`src/hdl/sftt_pkg.sv`:
```
// Shared types and codes for the slotted frame translation table.
`default_nettype none

package sftt_pkg;

    localparam int KIND_W  = 3;
    localparam int CNT_W   = 11;
    localparam int STAT_W  = 3;
    localparam int IDX_W   = 3;
    localparam int FRAME_W = 40;

    // transaction kinds
    localparam logic [KIND_W-1:0] OP_REG    = 3'd0;
    localparam logic [KIND_W-1:0] OP_UNREG  = 3'd1;
    localparam logic [KIND_W-1:0] OP_BIND   = 3'd2;
    localparam logic [KIND_W-1:0] OP_GET    = 3'd3;
    localparam logic [KIND_W-1:0] OP_UNBIND = 3'd4;

    // result status codes
    localparam logic [STAT_W-1:0] ST_OK        = 3'd0;
    localparam logic [STAT_W-1:0] ST_NO_FREE   = 3'd1;
    localparam logic [STAT_W-1:0] ST_TOO_LARGE = 3'd2;
    localparam logic [STAT_W-1:0] ST_NOT_FOUND = 3'd3;
    localparam logic [STAT_W-1:0] ST_UNMAPPED  = 3'd4;
    localparam logic [STAT_W-1:0] ST_BOUND     = 3'd5;
    localparam logic [STAT_W-1:0] ST_NOT_BOUND = 3'd6;

    // controller -> datapath
    typedef struct packed {
        logic              capture;
        logic              select;
        logic [KIND_W-1:0] op;
        logic              claim;
        logic              free;
        logic              step;
        logic              pres_we;
        logic              pres_val;
        logic              frame_we;
        logic              respond;
        logic [STAT_W-1:0] code;
        logic              with_idx;
        logic              with_frame;
    } cmd_t;

    // datapath -> controller
    typedef struct packed {
        logic hit;
        logic too_large;
        logic present;
        logic last_slot;
        logic last_all;
    } stat_t;

endpackage

`default_nettype wire

```
`src/hdl/sftt_ctrl.sv`:
```
// Controller state machine: sequences compare, select, decide, entry access and sweeps.
`default_nettype none

module sftt_ctrl (
    input  wire logic                         clk,
    input  wire logic                         rst_n,
    input  wire logic                         start,
    input  wire logic [sftt_pkg::KIND_W-1:0]  kind,
    input  wire sftt_pkg::stat_t              stat,
    output logic                              busy,
    output sftt_pkg::cmd_t                    cmd
);

    localparam logic [2:0] S_INIT = 3'd0;
    localparam logic [2:0] S_IDLE = 3'd1;
    localparam logic [2:0] S_CMP  = 3'd2;
    localparam logic [2:0] S_SEL  = 3'd3;
    localparam logic [2:0] S_DEC  = 3'd4;
    localparam logic [2:0] S_CLR  = 3'd5;
    localparam logic [2:0] S_CHK  = 3'd6;

    logic [2:0]                      state_reg, state_next;
    logic [sftt_pkg::KIND_W-1:0]     kind_reg, kind_next;

    always_ff @(posedge clk or negedge rst_n)
    begin
        if (!rst_n)
        begin
            state_reg <= S_INIT;
            kind_reg  <= sftt_pkg::OP_REG;
        end
        else
        begin
            state_reg <= state_next;
            kind_reg  <= kind_next;
        end
    end

    always_comb
    begin
        cmd        = '0;
        cmd.op     = kind_reg;
        state_next = state_reg;
        kind_next  = kind_reg;
        case (state_reg)
            S_INIT:
            begin
                cmd.step = 1'b1;
                if (stat.last_all)
                begin
                    state_next = S_IDLE;
                end
            end
            S_IDLE:
            begin
                // unknown kinds are taken and dropped without a result
                if (start && (kind <= sftt_pkg::OP_UNBIND))
                begin
                    cmd.capture = 1'b1;
                    kind_next   = kind;
                    state_next  = S_CMP;
                end
            end
            S_CMP:
            begin
                state_next = S_SEL;
            end
            S_SEL:
            begin
                cmd.select = 1'b1;
                state_next = S_DEC;
            end
            S_DEC:
            begin
                state_next = S_IDLE;
                case (kind_reg)
                    sftt_pkg::OP_REG:
                    begin
                        if (!stat.hit)
                        begin
                            cmd.respond = 1'b1;
                            cmd.code    = sftt_pkg::ST_NO_FREE;
                        end
                        else if (stat.too_large)
                        begin
                            cmd.respond = 1'b1;
                            cmd.code    = sftt_pkg::ST_TOO_LARGE;
                        end
                        else
                        begin
                            cmd.claim  = 1'b1;
                            state_next = S_CLR;
                        end
                    end
                    sftt_pkg::OP_UNREG:
                    begin
                        cmd.respond = 1'b1;
                        if (stat.hit)
                        begin
                            cmd.free     = 1'b1;
                            cmd.code     = sftt_pkg::ST_OK;
                            cmd.with_idx = 1'b1;
                        end
                        else
                        begin
                            cmd.code = sftt_pkg::ST_NOT_FOUND;
                        end
                    end
                    default:
                    begin
                        // entry read is in flight at addr_reg this cycle
                        if (!stat.hit)
                        begin
                            cmd.respond = 1'b1;
                            cmd.code    = sftt_pkg::ST_UNMAPPED;
                        end
                        else
                        begin
                            state_next = S_CHK;
                        end
                    end
                endcase
            end
            S_CLR:
            begin
                cmd.step = 1'b1;
                if (stat.last_slot)
                begin
                    cmd.respond  = 1'b1;
                    cmd.code     = sftt_pkg::ST_OK;
                    cmd.with_idx = 1'b1;
                    state_next   = S_IDLE;
                end
            end
            S_CHK:
            begin
                cmd.respond  = 1'b1;
                cmd.with_idx = 1'b1;
                state_next   = S_IDLE;
                case (kind_reg)
                    sftt_pkg::OP_BIND:
                    begin
                        if (stat.present)
                        begin
                            cmd.code = sftt_pkg::ST_BOUND;
                        end
                        else
                        begin
                            cmd.pres_we  = 1'b1;
                            cmd.pres_val = 1'b1;
                            cmd.frame_we = 1'b1;
                            cmd.code     = sftt_pkg::ST_OK;
                        end
                    end
                    sftt_pkg::OP_GET:
                    begin
                        if (!stat.present)
                        begin
                            cmd.code = sftt_pkg::ST_NOT_BOUND;
                        end
                        else
                        begin
                            cmd.code       = sftt_pkg::ST_OK;
                            cmd.with_frame = 1'b1;
                        end
                    end
                    default:
                    begin
                        if (!stat.present)
                        begin
                            cmd.code = sftt_pkg::ST_NOT_BOUND;
                        end
                        else
                        begin
                            cmd.pres_we  = 1'b1;
                            cmd.pres_val = 1'b0;
                            cmd.code     = sftt_pkg::ST_OK;
                        end
                    end
                endcase
            end
            default:
            begin
                state_next = S_IDLE;
            end
        endcase
    end

    assign busy = (state_reg != S_IDLE);

endmodule

`default_nettype wire

```
`config.mk`:
```
export PLATFORM = sky130hd
export DESIGN_NAME = sftt_ctrl
export DESIGN_NICKNAME = d
export VERILOG_FILES = /design/src/hdl/sftt_pkg.sv /design/src/hdl/sftt_ctrl.sv
export SDC_FILE = /design/constraint.sdc
export NUM_CORES = 1
export LEC_CHECK = 0
export BUFFER_PORTS_ARGS = -buffer_cell sky130_fd_sc_hd__buf_2
export CAP_MARGIN = 20
export CORE_AREA = 2 2 39 41
export CTS_BUF_LIST = sky130_fd_sc_hd__clkbuf_4
export DETAILED_ROUTE_END_ITERATION = 8
export DIE_AREA = 0 0 41 43
export GPL_TIMING_DRIVEN = 0
export PLACE_DENSITY = 0.79
export SLEW_MARGIN = 0
export SYNTH_ARGS = -nofsm -noshare
export SYNTH_HDL_FRONTEND = slang
export SYNTH_SLANG_ARGS = --single-unit
```
`constraint.sdc`:
```
create_clock -name clk -period 1.59 [get_ports clk]
set_input_delay 0.159 -clock clk [delete_from_list [all_inputs] [get_ports clk]]
set_output_delay 0.159 -clock clk [all_outputs]
set_load 0.01 [all_outputs]
```
==> metrics.txt <==
CTS tree built; gr ovfl total 0; row cnt 14; Sum Neg Setup Slack -0.183 ns; Syn-to-layout area delta 57.9%; #FFs+latches synth 6; Pre-antenna DRT Iters 4; DRT iter0 DRCs 9; Synth top area share 0.263; Reg clk slew, reported paths 0.04 ns; Period minus WS final 1.66 ns; dpl cells 111; Die ar. 1760 um2; Final period util 1.05; die width 41 um; final setup skew 0.000131 ns; Finished Layout Cells 123; sequential share of the synthesized area 0.263; CP max FO 6; Detail Route Antenna Nets 0; Residual DRC 0; WP data required 1.43 ns; worst hold path class input pin to flop; Max Buffers Root-to-Sink 2; Fin. Hold Viols 0; CP endpoint kind output pin; relative slew slack 0.736; area leader, netlist dfrtp_1; Hold Startpoint kind[0]; pins over their slew limit 0; CP Class flop to output pin; # IOs 29; largest net degree at the start of global routing 11; n_diodes 0; PD cells 1600 nW/um2; GRT Util Overall 0.185; library cells used by synthesis 32; Inserted Clock Buffers 3; Worst Hold End kind_reg[0]$_DFFE_PN0P_; Overall Power 1.44 mW; violated checks negative setup slack; via count 636; fraction of layout cells with a size suffix above 1 0.570; commonest non-fill, non-tap cells in the layout buf_2 (27), nand2_1 (10), buf_4 (7); most common cell after layout, fill and taps aside buf_2; multi-input combinational cell area 427 um2; initial antenna violation count 0; first-pass GRT wire length 2190 um; post-layout instance area 901 um2; reg2reg end state_reg[0]$_DFFE_PN0P_; Worst R2R Setup Slack 0.13 ns; YS warnings 0; H-tree depth 1; Synth Instances 68; RSZ-0062 raised after global routing true; Hold Path Stages 2; startpoint type of the worst setup path flop; Fin Hold WS 0.164 ns; syn_nets 82; mapped cell area 571 um2; Initial Util 0.412; CTS Root Buffer Type clkbuf_4; Critical Path AT 1.50 ns; Pleak 0.466 nW; FF-to-FF path depth 4; TritonCTS Sinks 6; Final WS setup -0.0718 ns; synth top area cells dfrtp_1 (26%), ha_1 (6.6%), nand2_1 (6.6%); Slew @ Worst Pin 0.392 ns; final core occ 0.651; Worst R2R Start state_reg[1]$_DFFE_PN0P_; FF+latch area 154 um2; area post-placement 726 um2; max-cap viol count 0; status finished with violations; fmax 602 MHz; Die Y 43 um; Vias/cell 5.17; fillcell total 135; routability cong. 0.884; VDD IR max 1.02 mV; Final Net Count 123; Skew-Pair Late Insertion Delay 0.24 ns; routed wire length 1550 um; core area 1380 um2; wire length per cell 12.6 um; post-synthesis average cell area 8.39 um2; vias in the first global route 525; pre-CTS WS 0.0103 ns; PortBufs 27; Final HPWL DP 1080 um; Setup-failing EPs final 4
==> timing repair <==
item | CTS | global route
endpoints found under the hold margin | 6 | 0
resized for setup | 9 | 14
buffers inserted | 1 | 7
setup endpoints to repair | 10 | 11
pin swaps | 1 | 3
hold buffers | 1 | 0
==> synthesized netlist by cell type <==
library cell	n
nand3_1	1
inv_1	5
nand2b_1	1
nor3_1	1
nor3b_1	2
nor2b_1	1
o311ai_0	2
nand2_1	10
mux2_2	3
clkbuf_1	2
and2b_1	1
o311a_1	2
mux2i_1	2
a31oi_1	1
ha_1	3
nor2_1	4
a21oi_1	2
nand4_4	1
nand3b_1	1
o21ai_0	3
and3b_1	2
and2_1	1
dfrtp_1	6
buf_6	1
or4_1	1
and3_1	3
buf_4	1
a32o_1	1
o21ai_1	1
and2b_2	1
o32ai_1	1
or3_1	1
==> worst max-delay path, cell delays in order, from the launching register on <==
cell,delay (ns)
dfrtp_1,0.41
nand2b_4,0.17
nor2_4,0.10
inv_1,0.05
ha_2,0.15
a32o_1,0.23
buf_2,0.13
==> layout make-up <==
| type | count | share of cell area |
|---|---|---|
| buffer | 4 | 0.0306 |
| multi-input combinational | 53 | 0.474 |
| clock buffer | 3 | 0.0250 |
| timing repair buffer | 36 | 0.253 |
| tap | 16 | 0.0222 |
| sequential | 6 | 0.171 |
| inverter | 5 | 0.0250 |
==> power breakdown <==
part	internal, mW	switching [mW]	leakage (nW)
Sequential	0.233	0.127	0.0698
Clock	0.0853	0.0534	0.0138
Combinational	0.508	0.434	0.382
Total	0.827	0.614	0.466
==> per-layer routing <==
metal	routed length (um)	GRT usage	up-vias
met5	0	0	-
met4	17	0.100	0
met3	68	0.0314	2
met1	597	0.223	288
li1	-	-	326
met2	863	0.294	20
==> cells by family after synthesis <==
| family | after synthesis | synth area share |
|---|---|---|
| adder cells (fa/ha/maj) | 3 | 0.0658 |
| AO/OA/AOI/OAI | 13 | 0.162 |
| buffers and inverters | 9 | 0.0790 |
| multiplexers | 5 | 0.0943 |
| AND/OR/NAND/NOR | 32 | 0.336 |
| flip-flops | 6 | 0.263 |
==> how the worst max path moves through the flow <==
stage               depth (start not counted)                     from     end  slack [ns]
floorplan                                   5  kind_reg[2]$_DFFE_PN0P_  cmd[7]        0.12
global placement                            6  kind_reg[2]$_DFFE_PN0P_  cmd[3]        0.05
detailed placement                          6  kind_reg[2]$_DFFE_PN0P_  cmd[3]        0.01
CTS                                         6  kind_reg[2]$_DFFE_PN0P_  cmd[3]       -0.08
global route                                6  kind_reg[2]$_DFFE_PN0P_  cmd[3]       -0.16
finish                                      6  kind_reg[2]$_DFFE_PN0P_  cmd[3]       -0.07
Power figures use the tool's default switching activity.
